## src/sv/lrp_pkg.sv

```systemverilog
// Package for the LRU replacer with pinning.
// Holds the field widths, operation codes and the cell entry and control types.
// No dependencies.
`default_nettype none

package lrp_pkg;

  localparam int unsigned FrameW        = 6;
  localparam int unsigned OpW           = 2;
  localparam int unsigned CountOutW     = 7;
  localparam int unsigned NumFramesDef  = 64;

  localparam logic [OpW-1:0] OpVictim = 2'd0;
  localparam logic [OpW-1:0] OpPin    = 2'd1;
  localparam logic [OpW-1:0] OpUnpin  = 2'd2;

  // One slot of the recency order.
  typedef struct packed {
    logic              valid;
    logic [FrameW-1:0] frame;
  } lrp_entry_t;

  // Operation broadcast to every cell of the chain.
  typedef struct packed {
    logic              victim;
    logic              pin;
    logic              insert;
    logic [FrameW-1:0] frame;
  } lrp_ctrl_t;

endpackage

`default_nettype wire

```

## src/sv/lrp_cell.sv

```systemverilog
// One slot of the recency chain for the LRU replacer.
// Depends on lrp_pkg for the entry and control types.
`default_nettype none

module lrp_cell
  import lrp_pkg::*;
(
  input  wire logic       clk_i,
  input  wire logic       rst_ni,
  input  wire lrp_ctrl_t  ctrl_i,
  input  wire lrp_entry_t up_i,
  input  wire logic       prev_valid_i,
  input  wire logic       remove_i,
  output      lrp_entry_t entry_o,
  output      logic       hit_o,
  output      logic       remove_o
);

  logic              valid_q, valid_d;
  logic [FrameW-1:0] frame_q, frame_d;
  logic              shift;

  assign hit_o    = valid_q && (frame_q == ctrl_i.frame);
  assign remove_o = remove_i || (ctrl_i.pin && hit_o);
  // Every slot at or above the removed one takes its upper neighbor.
  assign shift    = ctrl_i.victim || remove_o;

  always_comb begin
    valid_d = valid_q;
    frame_d = frame_q;
    if (shift) begin
      valid_d = up_i.valid;
      frame_d = up_i.frame;
    end else if (ctrl_i.insert && !valid_q && prev_valid_i) begin
      // Valid slots form a prefix, so only the first free slot loads.
      valid_d = 1'b1;
      frame_d = ctrl_i.frame;
    end
  end

  always_ff @(posedge clk_i or negedge rst_ni) begin
    if (!rst_ni) begin
      valid_q <= 1'b0;
    end else begin
      valid_q <= valid_d;
    end
  end

  always_ff @(posedge clk_i) begin
    frame_q <= frame_d;
  end

  assign entry_o.valid = valid_q;
  assign entry_o.frame = frame_q;

endmodule

`default_nettype wire

```

## src/sv/lru_replacer_with_pinning.sv

```systemverilog
// LRU replacer with pinning: a chain of NUM_FRAMES cells holds the recency order.
// The result strobe comes in the cycle after start is taken.
// Throughput: one transaction per cycle; busy is never raised, since the whole
// chain shifts or loads in the cycle of the request and the receiver cannot stall.
// Reset empties the chain and clears the count; all frames read as absent.
// Depends on lrp_pkg and lrp_cell.
`default_nettype none

module lru_replacer_with_pinning
  import lrp_pkg::*;
#(
  parameter int unsigned NUM_FRAMES = NumFramesDef
) (
  input  wire logic                 clk_i,
  input  wire logic                 rst_ni,
  input  wire logic                 start,
  output      logic                 busy,
  input  wire logic [OpW-1:0]       operation_i,
  input  wire logic [FrameW-1:0]    frame_i,
  output      logic                 done,
  output      logic                 victim_found_o,
  output      logic [FrameW-1:0]    victim_frame_o,
  output      logic [CountOutW-1:0] evictable_count_o
);

  localparam int unsigned CountW = $clog2(NUM_FRAMES + 1);

  lrp_entry_t        entry [NUM_FRAMES];
  lrp_entry_t        up    [NUM_FRAMES];
  logic              prev_valid [NUM_FRAMES];
  logic [NUM_FRAMES:0] remove;
  logic [NUM_FRAMES-1:0] hit;
  lrp_ctrl_t         ctrl;

  logic              go;
  logic              in_range;
  logic              any_hit;
  logic [CountW-1:0] len_q, len_d;
  logic              done_q;
  logic              found_q, found_d;
  logic [FrameW-1:0] vframe_q, vframe_d;
  logic [CountW+CountOutW-1:0] len_ext;

  assign busy     = 1'b0;
  assign go       = start && !busy;
  assign in_range = 32'(frame_i) < 32'(NUM_FRAMES);
  assign any_hit  = |hit;

  assign ctrl.victim = go && (operation_i == OpVictim);
  assign ctrl.pin    = go && (operation_i == OpPin);
  assign ctrl.insert = go && (operation_i == OpUnpin) && in_range && !any_hit &&
                       (len_q != CountW'(NUM_FRAMES));
  assign ctrl.frame  = frame_i;

  assign remove[0] = 1'b0;

  for (genvar i = 0; i < NUM_FRAMES; i++) begin : g_cell
    if (i == 0) begin : g_first
      assign prev_valid[i] = 1'b1;
    end else begin : g_rest
      assign prev_valid[i] = entry[i-1].valid;
    end
    if (i == NUM_FRAMES - 1) begin : g_last
      assign up[i] = '0;
    end else begin : g_mid
      assign up[i] = entry[i+1];
    end

    lrp_cell u_cell (
      .clk_i       (clk_i),
      .rst_ni      (rst_ni),
      .ctrl_i      (ctrl),
      .up_i        (up[i]),
      .prev_valid_i(prev_valid[i]),
      .remove_i    (remove[i]),
      .entry_o     (entry[i]),
      .hit_o       (hit[i]),
      .remove_o    (remove[i+1])
    );
  end

  always_comb begin
    len_d    = len_q;
    found_d  = 1'b0;
    vframe_d = '0;
    if (ctrl.victim && entry[0].valid) begin
      len_d    = len_q - CountW'(1);
      found_d  = 1'b1;
      vframe_d = entry[0].frame;
    end else if (remove[NUM_FRAMES]) begin
      len_d = len_q - CountW'(1);
    end else if (ctrl.insert) begin
      len_d = len_q + CountW'(1);
    end
  end

  always_ff @(posedge clk_i or negedge rst_ni) begin
    if (!rst_ni) begin
      len_q  <= '0;
      done_q <= 1'b0;
    end else begin
      len_q  <= len_d;
      done_q <= go;
    end
  end

  always_ff @(posedge clk_i) begin
    if (go) begin
      found_q  <= found_d;
      vframe_q <= vframe_d;
    end
  end

  assign len_ext           = {{CountOutW{1'b0}}, len_q};
  assign done              = done_q;
  assign victim_found_o    = found_q;
  assign victim_frame_o    = vframe_q;
  assign evictable_count_o = len_ext[CountOutW-1:0];

endmodule

`default_nettype wire
```

## config.mk

```make
export PLATFORM = sky130hd
export DESIGN_NAME = lru_replacer_with_pinning
export DESIGN_NICKNAME = d
export VERILOG_FILES = /design/src/sv/lrp_pkg.sv /design/src/sv/lrp_cell.sv /design/src/sv/lru_replacer_with_pinning.sv
export SDC_FILE = /design/constraint.sdc
export NUM_CORES = 1
export LEC_CHECK = 0
export BUFFER_PORTS_ARGS = -buffer_cell sky130_fd_sc_hd__buf_4
export CAP_MARGIN = 20
export CORE_ASPECT_RATIO = 0.7
export CORE_MARGIN = 5
export CORE_UTILIZATION = 50
export DETAILED_ROUTE_END_ITERATION = 7
export PLACE_DENSITY = 0.74
export SYNTH_ARGS = -nofsm -noshare
export SYNTH_HDL_FRONTEND = slang
export SYNTH_SLANG_ARGS = --single-unit
```

## constraint.sdc

```tcl
create_clock -name clk_i -period 3.5 [get_ports clk_i]
set_input_delay 0.35 -clock clk_i [delete_from_list [all_inputs] [get_ports clk_i]]
set_output_delay 0.35 -clock clk_i [all_outputs]
set_load 0.05 [all_outputs]
```

==> results by group, run 1 <==
Drt
  • Vias: 16300
  • Routed WL per cell: around 20 um
  • WL final: ~57 mm
  • Residual DRC count: 0
  • Final ANT Viol Nets: 0
  • Initial drt markers: about 1300
  • Via density: between 5 and 6
  • Pre-antenna DRT Iters: 7

Layout
  • Fin nets: around 2200
  • Final Core Density: between 50% and 60%
  • Layout overhead on the synthesized area: 16.0%
  • Share of layout cells above drive strength 1: 34.9%
  • Most common cell after layout, fill and taps aside: edfxtp_1
  • Most frequent cells in the layout: edfxtp_1, mux2_2, buf_4
  • Final Cell Area: around 30000 um^2
  • ANT cells: 0
  • Final Non-Filler Cells: just under 3000

CTS
  • Root Driver: clkbuf_16
  • Clock Tree Buf Depth: 3
  • Sink Count: between 400 and 500
  • Worst skew pair latency: a little under 0.6 ns
  • CTS buffer count: 46
  • Clk slew on worst S/H paths: 0.06 ns
  • Clock H-tree levels: 2
  • CTS tree: yes

Worst setup path
  • CP Launch Type: input port
  • Worst-path maximum fanout: 23
  • Setup CP Type: input port to flop
  • RR Startpoint: g_cell[14].u_cell.frame_q[0]$_DFFE_PP_
  • CP Data Required Time: a little under 4 ns
  • Crit. Startpoint: frame_i[3]
  • CP Capture Type: flop
  • WP data arrival: approximately 3.8 ns

Yosys
  • Netlist Area Pre-Place: roughly 26000 um^2
  • Synth Register Bits: around 460
  • Async S/R FF share, synth: 15.6%
  • Largest family of logic cells by synthesized area: multiplexers
  • EDFF count, synth: slightly below 400
  • Syn_area_per_cell: 13.0 um^2
  • Synth Area in Adders: less than 1%
  • Area leader, netlist: edfxtp_1
  • Synth Area in XOR/XNOR: 13.3%
  • Synth top area share: about 45%
  • Seq/Total Area, Yosys: between 50% and 60%
  • Simple-gate share of the synthesized area: 6.34%
  • Post-synthesis mux area share: between 10% and 20%
  • Warnings, synthesis: 0
  • Synth Net Count: 1988
  • Most used DFF post-synth: edfxtp_1
  • Compound-gate portion of the synthesized area: under 10%
  • Synth Instances: just under 2000
  • Synth top area cells: edfxtp_1, mux2_2, dfrtp_1
  • Synth cell types: slightly below 60

Outcome
  • Status: finished, final reports clean

STA
  • Min Hold Slack: 0.343 ns
  • FMAX: about 0.30 GHz
  • Worst-Margin Slew: ~0.9 ns
  • Clock skew: 0.0289 ns
  • Relative slew margins: approximately two fifths
  • Final setup violation count: 0
  • Worst setup margin: 0.167 ns
  • Final Max Slew Viols: 0
  • Total negative slack: 0 ns
  • Clock period minus worst slack: approximately 3.3 ns
  • Final Hold Fails: 0
  • Crit share post-route: a little over nine tenths

Floorplan
  • Core area: 50800 um^2
  • # rows: just under 70
  • Initial Util: 50.6%
  • I/O pins: 27
  • Die width: between 200 and 300 um
  • Die span in y: roughly 200 um
  • Die ar.: 56100 um^2

Hold path
  • Min-delay src: operation_i[0]
  • Worst Hold Class: input port to flop

Global routing
  • Vias in the first global route: 16600
  • Largest net degree at the start of global routing: 54
  • Total GRT Usage: ~20%
  • Initial antenna violation count: 0
  • Total grt overflow: 0
  • Global-route wire length before repair: slightly above 90 mm

Placement
  • DP Area: approximately 28000 um^2
  • Pre-CTS setup slack: -0.485 ns
  • Dpl cells: 2791
  • DP HPWL: 39.4 mm
  • Gpl congestion: 0.841
  • Port bufs: 25

Power and ir drop
  • P per Cell Area: between 500 and 600 nW/um^2
  • Pleak: approximately 11 nW
  • VDD IR-drop max: 509 uV
  • Total power: roughly 17 mW

Job
  • Max Cap Viol: 0
## worst max-delay path, stage by stage
cell and delay, ns:
buf_6 0.29, buf_12 0.18, buf_4 0.24, xor2_1 0.18, nor4_1 0.09, nor3_1 0.43, nand3_1 0.38, nor4_4 0.37
and4_4 0.32, buf_12 0.13, buf_12 0.15, buf_4 0.13, nand3_2 0.19, mux2i_1 0.24, nor2_1 0.07
## state kept, by name, summed over array words and instances (netlist names)
signal / count
g_cell.u_cell.frame_q: 384
evictable_count_o: 7
victim_frame_o: 6
victim_found_o: 1
g_cell.u_cell.valid_q: 64
done: 1
## path summary, 6_finish.rpt
path | to | slack [ns] | depth (start not counted)
max in group asynchronous | g_cell[38].u_cell.valid_q$_DFFE_PN0P_ | 2.26 | 3
max | g_cell[63].u_cell.frame_q[2]$_SDFFE_PP0P_ | 0.17 | 15
min | g_cell[3].u_cell.valid_q$_DFFE_PN0P_ | 0.34 | 5
min in group asynchronous | g_cell[19].u_cell.valid_q$_DFFE_PN0P_ | 0.43 | 2
min reg2reg | g_cell[63].u_cell.valid_q$_DFFE_PN0P_ | 0.50 | 2
max reg2reg | g_cell[63].u_cell.frame_q[2]$_SDFFE_PP0P_ | 0.17 | 15
## repair_timing
item,4_1_cts,5_1_grt
endpoints found under the setup margin,0,328
hold buffers,2,0
endpoints found under the hold margin,52,0
resized for setup,0,3
setup buffers,0,3
## report_power, final
group / switching [mW] / internal [mW]
Sequential: 0.932 / 7.04
Combinational: 1.91 / 1.78
Clock: 2.17 / 2.96
## synthesized netlist by cell type, types with 22 or more instances
master      n
xnor2_1   194
xor2_1    196
buf_4      22
edfxtp_1  385
nor4_1     63
mux2i_1    31
dfrtp_1    72
clkbuf_1   58
buf_6      30
a21oi_1    73
nor2_1     46
nand2_1    76
mux2_2    368
inv_1      38
o21ai_0    24
buf_2      23
o21bai_1   26
nand4_1    62
## routing by layer
metal	wire, um	GRT usage, %
met1	27900	31.1
met2	25400	31.3
met3	3230	3.14
met4	828	4.15
met5	0	0
## layout make-up
| type | count | area, um^2 |
|---|---|---|
| fillers | 3942 | 20900 |
| flip-flops and latches | 463 | 13500 |
| multi-input cells | 1335 | 11200 |
| repair buffers | 286 | 2590 |
| clock buffers | 65 | 1290 |
| well taps | 674 | 843 |
| clock inverters | 21 | 244 |
| inverters | 38 | 143 |
## kinds of logic after synthesis
kind of cell / Yosys count
simple gates: 306
xor+xnor: 390
buf+inv: 176
other cells: 1
flops: 463
fa+ha+maj: 3
mux: 412
compound gates: 223
Note: power is estimated with default switching activity, not from simulation.
==> inputs of run 2 (changes only) <==
Settings changed: CORE_UTILIZATION 50 to 41, PLACE_DENSITY 0.74 to 0.65.
==> results by group, run 2 (synthesized netlist as in run 1, its figures left out) <==
Power and ir drop
  • P per Cell Area: 562 nW/um^2 (was 563 nW/um^2)
  • VDD IR-drop max: 378 uV (was 509 uV)
  • Pleak: 11.2 nW (was 10.9 nW)

Layout
  • Most common cell after layout, fill and taps aside: edfxtp_1 (unchanged)
  • Layout overhead on the synthesized area: 18.7% (was 16.0%)
  • Final Cell Area: 30500 um^2 (was 29800 um^2)
  • Fin nets: 2219 (was 2184)
  • Largest reg by FF count: g_cell.u_cell.frame_q (unchanged)
  • Most frequent cells in the layout: edfxtp_1, mux2_2, buf_4 (unchanged)
  • Share of layout cells above drive strength 1: 36.7% (was 34.9%)
  • # fillers: 5332 (was 3942)
  • Final Non-Filler Cells: 3065 (was 2882)
  • Max reg flops: 384 (unchanged)
  • Final Core Density: 49.3% (was 58.8%)
  • ANT cells: 0 (unchanged)

Outcome
  • Status: finished, final reports clean (unchanged)

CTS
  • Root Driver: clkbuf_16 (unchanged)
  • Clock Tree Buf Depth: 3 (unchanged)
  • Sink Count: 463 (unchanged)
  • Clock H-tree levels: 2 (unchanged)
  • Clk slew on worst S/H paths: 0.07 ns (was 0.06 ns)
  • Worst skew pair latency: 0.62 ns (was 0.59 ns)
  • CTS buffer count: 49 (was 46)
  • CTS tree: yes (unchanged)

STA
  • Worst-Margin Slew: 1.05 ns (was 0.899 ns)
  • Relative slew margins: 29.9% (was 40.0%)
  • Final Hold Fails: 0 (unchanged)
  • Clock period minus worst slack: 3.36 ns (was 3.33 ns)
  • Clock skew: 0.0524 ns (was 0.0289 ns)
  • FMAX: 0.298 GHz (was 0.300 GHz)
  • Final Max Slew Viols: 0 (unchanged)
  • Total negative slack: 0 ns (unchanged)
  • Crit share post-route: 95.9% (was 95.2%)
  • RSZ-0062 raised after global routing: no
  • Final setup violation count: 0 (unchanged)

Placement
  • Gpl congestion: 0.797 (was 0.841)
  • DP Area: 28600 um^2 (was 28200 um^2)
  • DP HPWL: 42.0 mm (was 39.4 mm)
  • Dpl cells: 2965 (was 2791)
  • Port bufs: 25 (unchanged)

Global routing
  • Global-route wire length before repair: 95.9 mm (was 92.8 mm)
  • Largest net degree at the start of global routing: 64 (was 54)
  • Initial antenna violation count: 0 (unchanged)
  • Total GRT Usage: 17.6% (was 20.4%)
  • Total grt overflow: 0 (unchanged)
  • Vias in the first global route: 16600 (about the same)

Floorplan
  • Initial Util: 41.6% (was 50.6%)
  • # rows: 76 (was 69)
  • I/O pins: 27 (unchanged)
  • Die span in y: 219 um (was 200 um)
  • Die ar.: 67900 um^2 (was 56100 um^2)
  • Die width: 309 um (was 281 um)
  • Core area: 61800 um^2 (was 50800 um^2)

Worst setup path
  • Crit-path cells: xnor2_1 -> nand4_1 -> or4_1 -> nor4bb_1 -> buf_4 -> nand4_1 -> and2_1 -> o21ai_2 -> buf_12 -> o21ai_1 -> buf_4 -> a21o_1 -> mux2_2 (was buf_6 -> buf_12 -> buf_4 -> xor2_1 -> nor4_1 -> nor3_1 -> nand3_1 -> nor4_4 -> and4_4 -> buf_12 -> buf_12 -> buf_4 -> nand3_2 -> mux2i_1 -> nor2_1)
  • CP Launch Type: flop (was input port)
  • CP Data Required Time: 3.85 ns (was 3.93 ns)
  • Crit path max-delay family: simple AND/OR/NAND/NOR gates (unchanged)
  • WP data arrival: 3.71 ns (was 3.76 ns)
  • CP Capture Type: flop (unchanged)
  • Slowest stage delay, CP: 0.45 ns (was 0.43 ns)
  • Worst-path maximum fanout: 13 (was 23)
  • Setup CP Type: flop to flop (was input port to flop)
  • CP Buf/Inv Count: 3 (was 6)
  • Slowest-stage cell, CP: or4_1 (was nor3_1)

Drt
  • Initial drt markers: 1255 (was 1298)
  • Pre-antenna DRT Iters: 5 (was 7)
  • Via density: 5.37 (was 5.64)
  • Routed WL per cell: 20.0 um (was 19.9 um)
  • Final ANT Viol Nets: 0 (unchanged)
  • Vias: 16500 (was 16300)
  • Residual DRC count: 0 (unchanged)
  • WL final: 61.3 mm (was 57.4 mm)

Job
  • Max Cap Viol: 0 (unchanged)

Hold path
  • Worst Hold Class: input port to flop (unchanged)
run 2: final timing paths:
kind                                                              from                                      to  slack [ns]  cells after the start
max in group asynchronous                                       rst_ni   g_cell[18].u_cell.valid_q$_DFFE_PN0P_        2.24                      3
worst max-delay path            g_cell[16].u_cell.frame_q[4]$_DFFE_PP_  g_cell[57].u_cell.frame_q[3]$_DFFE_PP_        0.14                     13
worst min register to register   g_cell[63].u_cell.valid_q$_DFFE_PN0P_   g_cell[63].u_cell.valid_q$_DFFE_PN0P_        0.51                      2
worst max register to register  g_cell[16].u_cell.frame_q[4]$_DFFE_PP_  g_cell[57].u_cell.frame_q[3]$_DFFE_PP_        0.14                     13
min in group asynchronous                                       rst_ni    g_cell[0].u_cell.valid_q$_DFFE_PN0P_        0.44                      2
worst min-delay path                                        frame_i[1]  g_cell[11].u_cell.frame_q[1]$_DFFE_PP_        0.26                      2
run 2: report_power, final:
| part | internal (mW) | leakage (nW) | switching (mW) |
|---|---|---|---|
| logic | 1.84 | 5.96 | 1.97 |
| clock network | 3.04 | 0.798 | 2.28 |
| registers | 7.04 | 4.41 | 0.961 |
| total | 11.9 | 11.2 | 5.21 |
run 2: what timing repair did:
action	4_1_cts	5_1_grt
resized for setup	1	19
buffers inserted	0	3
cloned	0	3
pin swaps	0	2
setup endpoints to repair	1	463
hold endpoints to repair	56	0
hold buffers	2	0
run 2: layout make-up:
type | count | area, um^2 | area share, %
clock buffer | 77 | 1460 | 4.79
clock inverter | 15 | 173 | 0.566
inverter | 38 | 143 | 0.468
multi-input combinational | 1335 | 11300 | 37.0
sequential | 463 | 13500 | 44.2
tap | 819 | 1020 | 3.36
timing repair buffer | 318 | 2920 | 9.57
run 2: stage by stage:
stage          hold slack [ns]  total power, mW  setup slack, ns
2_1_floorplan           0.0544             10.3           0.0984
3_3_place_gp             0.488             11.7           -0.393
3_5_place_dp             0.501             11.8           -0.362
4_1_cts                  0.230             17.2           0.0670
5_1_grt                  0.252             17.9          0.00486
6_report                 0.257             17.1            0.143
run 2: worst reg2reg max path, delay by kind of cell, from the launching register on:
family / cells / cell delay, ns
and+or+nand+nor: 5 / 0.99
buffers and inverters: 3 / 0.57
muxes: 1 / 0.39
DFF: 1 / 0.42
xor gates and xnor gates: 1 / 0.19
AOI/OAI and AO/OA: 3 / 0.54
run 2: per-layer routing:
metal | vias up | routed length, um | part of all wire, % | global-route usage (%)
li1 | 7707 | - | - | -
met1 | 8259 | 31100 | 51 | 27.6
met2 | 412 | 25800 | 42 | 25.3
met3 | 74 | 3320 | 5.4 | 2.85
met4 | 0 | 1080 | 1.8 | 4.00
met5 | - | 0 | 0 | 0
==> inputs of run 3 (changes only) <==
Settings changed: ABC_AREA set to 1, SKIP_CTS_REPAIR_TIMING set to 1.
==> results by group, run 3 <==
Outcome
  • Status: finished, final reports clean (unchanged)

CTS
  • Clk slew on worst S/H paths: 0.06 ns (was 0.07 ns)
  • Sink Count: 463 (unchanged)
  • Clock H-tree levels: 2 (unchanged)
  • CTS tree: yes (unchanged)
  • Clock Tree Buf Depth: 3 (unchanged)
  • Worst skew pair latency: 0.62 ns (about the same)
  • CTS buffer count: 48 (was 49)
  • Root Driver: clkbuf_16 (unchanged)

Power and ir drop
  • Pleak: 13.1 nW (was 11.2 nW)
  • Total power: 17.7 mW (was 17.1 mW)
  • VDD IR-drop max: 367 uV (was 378 uV)
  • P per Cell Area: 577 nW/um^2 (was 562 nW/um^2)

Yosys
  • Simple-gate share of the synthesized area: 25.3% (was 6.34%)
  • Synth Area in XOR/XNOR: 2.71% (was 13.3%)
  • Seq/Total Area, Yosys: 50.2% (was 52.5%)
  • EDFF count, synth: 385 (unchanged)
  • Largest family of logic cells by synthesized area: simple AND/OR/NAND/NOR gates (was multiplexers)
  • Syn_area_per_cell: 7.90 um^2 (was 13.0 um^2)
  • Compound-gate portion of the synthesized area: 12.9% (was 5.88%)
  • Synth top area cells: edfxtp_1, nand2_1, o21ai_0 (was edfxtp_1, mux2_2, dfrtp_1)
  • Post-synthesis mux area share: 0% (was 17.9%)
  • Synth Instances: 3398 (was 1974)
  • Top-count cell post-synth: nand2_1 (was edfxtp_1)
  • Synth Area in Adders: 0.140% (was 0.146%)
  • Netlist Area Pre-Place: 26800 um^2 (was 25700 um^2)
  • Synth cell types: 54 (was 58)
  • Post-synth top cells: nand2_1, edfxtp_1, o21ai_0, inv_1, nor2_1 (was edfxtp_1, mux2_2, xor2_1, xnor2_1, nand2_1)
  • Synth top area share: 43.1% (was 45.0%)
  • Warnings, synthesis: 0 (unchanged)
  • Synth Register Bits: 463 (unchanged)
  • Area leader, netlist: edfxtp_1 (unchanged)
  • Async S/R FF share, synth: 15.6% (unchanged)
  • Synth Net Count: 3412 (was 1988)
  • Most used DFF post-synth: edfxtp_1 (unchanged)

Layout
  • Layout overhead on the synthesized area: 14.1% (was 18.7%)
  • Largest reg by FF count: g_cell.u_cell.frame_q (unchanged)
  • Final Core Density: 47.2% (was 49.3%)
  • Final Cell Area: 30600 um^2 (was 30500 um^2)
  • Most common cell after layout, fill and taps aside: nand2_1 (was edfxtp_1)
  • ANT cells: 0 (unchanged)
  • Most frequent cells in the layout: nand2_1, edfxtp_1, o21ai_0 (was edfxtp_1, mux2_2, buf_4)
  • # fillers: 6330 (was 5332)
  • Share of layout cells above drive strength 1: 10.2% (was 36.7%)
  • Max reg flops: 384 (unchanged)
  • Fin nets: 3507 (was 2219)

Drt
  • Met1 wire length: 38.1 mm (was 31.1 mm)
  • Met3 WL post-DR: 8.76 mm (was 3.32 mm)
  • Initial drt markers: 2883 (was 1255)
  • Final ANT Viol Nets: 0 (unchanged)
  • Routed WL per cell: 17.7 um (was 20.0 um)
  • Metal2 WL: 29.7 mm (was 25.8 mm)
  • Vias: 23300 (was 16500)
  • Residual DRC count: 0 (unchanged)
  • Highest Signal Layer: met5 (was met4)
  • Pre-antenna DRT Iters: 6 (was 5)
  • Via density: 5.27 (was 5.37)
  • WL final: 77.9 mm (was 61.3 mm)

STA
  • Crit share post-route: 93.5% (was 95.9%)
  • Final Max Slew Viols: 0 (unchanged)
  • Relative slew margins: 51.0% (was 29.9%)
  • Final setup violation count: 0 (unchanged)
  • Worst-Margin Slew: 0.735 ns (was 1.05 ns)
  • Clock skew: 0.0409 ns (was 0.0524 ns)
  • Clock period minus worst slack: 3.27 ns (was 3.36 ns)
  • Final Hold Fails: 0 (unchanged)
  • RSZ-0062 raised after global routing: no (unchanged)
  • FMAX: 0.306 GHz (was 0.298 GHz)

Worst setup path
  • CP Buf/Inv Count: 7 (was 3)
  • CP Capture Type: flop (unchanged)
  • Most used cell, CP: inv_1
  • CP Data Required Time: 3.77 ns (was 3.85 ns)
  • RR Startpoint: g_cell[3].u_cell.frame_q[2]$_DFFE_PP_ (was g_cell[16].u_cell.frame_q[4]$_DFFE_PP_)
  • Slowest stage delay, CP: 0.54 ns (was 0.45 ns)
  • Worst-path maximum fanout: 32 (was 13)
  • Crit-path cells: dlygate4sd3_1 -> buf_4 -> inv_1 -> nor2_1 -> inv_1 -> nor2_4 -> buf_4 -> o21ai_0 -> nand2_1 -> inv_1 -> o21ai_0 -> inv_1 -> nand2_1 (was xnor2_1 -> nand4_1 -> or4_1 -> nor4bb_1 -> buf_4 -> nand4_1 -> and2_1 -> o21ai_2 -> buf_12 -> o21ai_1 -> buf_4 -> a21o_1 -> mux2_2)
  • CP Launch Type: input port (was flop)
  • Register-to-register path setup slack: 0.30 ns (was 0.14 ns)
  • Crit path max-delay family: buffers and inverters (was simple AND/OR/NAND/NOR gates)
  • Setup CP Type: input port to flop (was flop to flop)
  • RR Endpoint: g_cell[61].u_cell.frame_q[4]$_DFFE_PP_ (was g_cell[57].u_cell.frame_q[3]$_DFFE_PP_)
  • WP data arrival: 3.54 ns (was 3.71 ns)
  • Slowest-stage cell, CP: dlygate4sd3_1 (was or4_1)
  • Reg2Reg Depth: 15 (was 13)

Hold path
  • Worst Hold Class: input port to flop (unchanged)
  • Min-delay src: frame_i[3] (was frame_i[1])
  • Min-Delay Path Depth: 4 (was 2)
  • Hold Path End: g_cell[63].u_cell.frame_q[3]$_SDFFE_PP0P_ (was g_cell[11].u_cell.frame_q[1]$_DFFE_PP_)

Floorplan
  • Core area: 64800 um^2 (was 61800 um^2)
  • Die width: 316 um (was 309 um)
  • I/O pins: 27 (unchanged)
  • Die span in y: 224 um (was 219 um)
  • Initial Util: 41.4% (was 41.6%)
  • # rows: 78 (was 76)
  • Die ar.: 70800 um^2 (was 67900 um^2)

Global routing
  • Initial antenna violation count: 1 (was 0)
  • Total GRT Usage: 21.6% (was 17.6%)
  • Vias in the first global route: 20900 (was 16600)
  • Global-route wire length before repair: 121 mm (was 95.9 mm)
  • Total grt overflow: 0 (unchanged)
  • Largest net degree at the start of global routing: 51 (was 64)

Placement
  • Gpl congestion: 0.918 (was 0.797)
  • DP Area: 29100 um^2 (was 28600 um^2)
  • DP HPWL: 54.2 mm (was 42.0 mm)
  • Port bufs: 25 (unchanged)

Job
  • Max Cap Viol: 0 (unchanged)
==> run 3: changes by cell type after synthesis, sizes merged, moves of 64 or more <==
cell	delta
nand3	+98
o22ai	+64
inv	+323
nor2	+277
xor2	-148
nand2	+1017
xnor2	-159
mux2	-381
o21ai	+424
==> run 3: metal layers <==
metal  GRT usage [%]  vias up
li1                -    11400
met2            28.9     1030
met1            34.9    10800
met4            4.50        2
met5               0        -
met3            5.05      103
==> run 3: final cells by class <==
cell class	count	area [um^2]	share of cell area, %
Sequential cell	463	13500	44.0
Multi-Input combinational cell	2390	11000	36.0
Timing Repair Buffer	226	2130	6.95
Inverter	364	1380	4.51
Clock buffer	64	1310	4.28
Tap cell	880	1100	3.60
Clock inverter	25	185	0.605
==> run 3: cells by family after synthesis <==
| family | Yosys count |
|---|---|
| xor+xnor | 83 |
| simple gates | 1652 |
| compound gates | 651 |
| buf+inv | 545 |
| fa+ha+maj | 3 |
| other cells | 1 |
| flops | 463 |
==> run 3: report_power, final <==
part,internal (mW),switching [mW]
Sequential,7.22,0.871
Clock,2.78,2.31
Combinational,1.57,2.93
==> run 3: worst max path at each step <==
stage | startpoint | end | slack, ns | depth (start not counted)
5_1_grt | start | g_cell[16].u_cell.frame_q[0]$_DFFE_PP_ | 0.13 | 13
4_1_cts | g_cell[3].u_cell.frame_q[2]$_DFFE_PP_ | g_cell[52].u_cell.frame_q[4]$_DFFE_PP_ | 0.21 | 15
3_5_place_dp | frame_i[5] | g_cell[55].u_cell.frame_q[4]$_DFFE_PP_ | -0.20 | 20
2_1_floorplan | frame_i[3] | g_cell[29].u_cell.frame_q[0]$_DFFE_PP_ | 0.73 | 14
6_report | start | g_cell[16].u_cell.frame_q[0]$_DFFE_PP_ | 0.23 | 13
3_3_place_gp | frame_i[2] | g_cell[61].u_cell.frame_q[0]$_DFFE_PP_ | -0.13 | 18
==> run 3: metrics by stage <==
stage / TNS (ns) / hold WS [ns] / std cells / setup WS, ns
floorplan: 0 / 0.0544 / 3398 / 0.727
CTS: 0 / -0.249 / 4410 / 0.211
detailed placement: -16.23 / 0.414 / 4321 / -0.202
global placement: -9.00 / 0.417 / 4321 / -0.125
global route: 0 / 0.279 / 4412 / 0.130
finish: 0 / 0.284 / 4412 / 0.229
==> run 3: worst register-to-register path, cell delays in order, from the launching register on <==
cell and delay, ns:
edfxtp_1 0.41, or2_2 0.31, nand3_1 0.10, nor2_1 0.06, nand2_1 0.05, nand2_1 0.07, nor2_4 0.13, nand2_1 0.10
nor2_1 0.39, nand3_1 0.23, nand2_2 0.16, nand4_4 0.24, nor2_8 0.23, nand2_1 0.26, nand2_1 0.13, o21ai_1 0.07
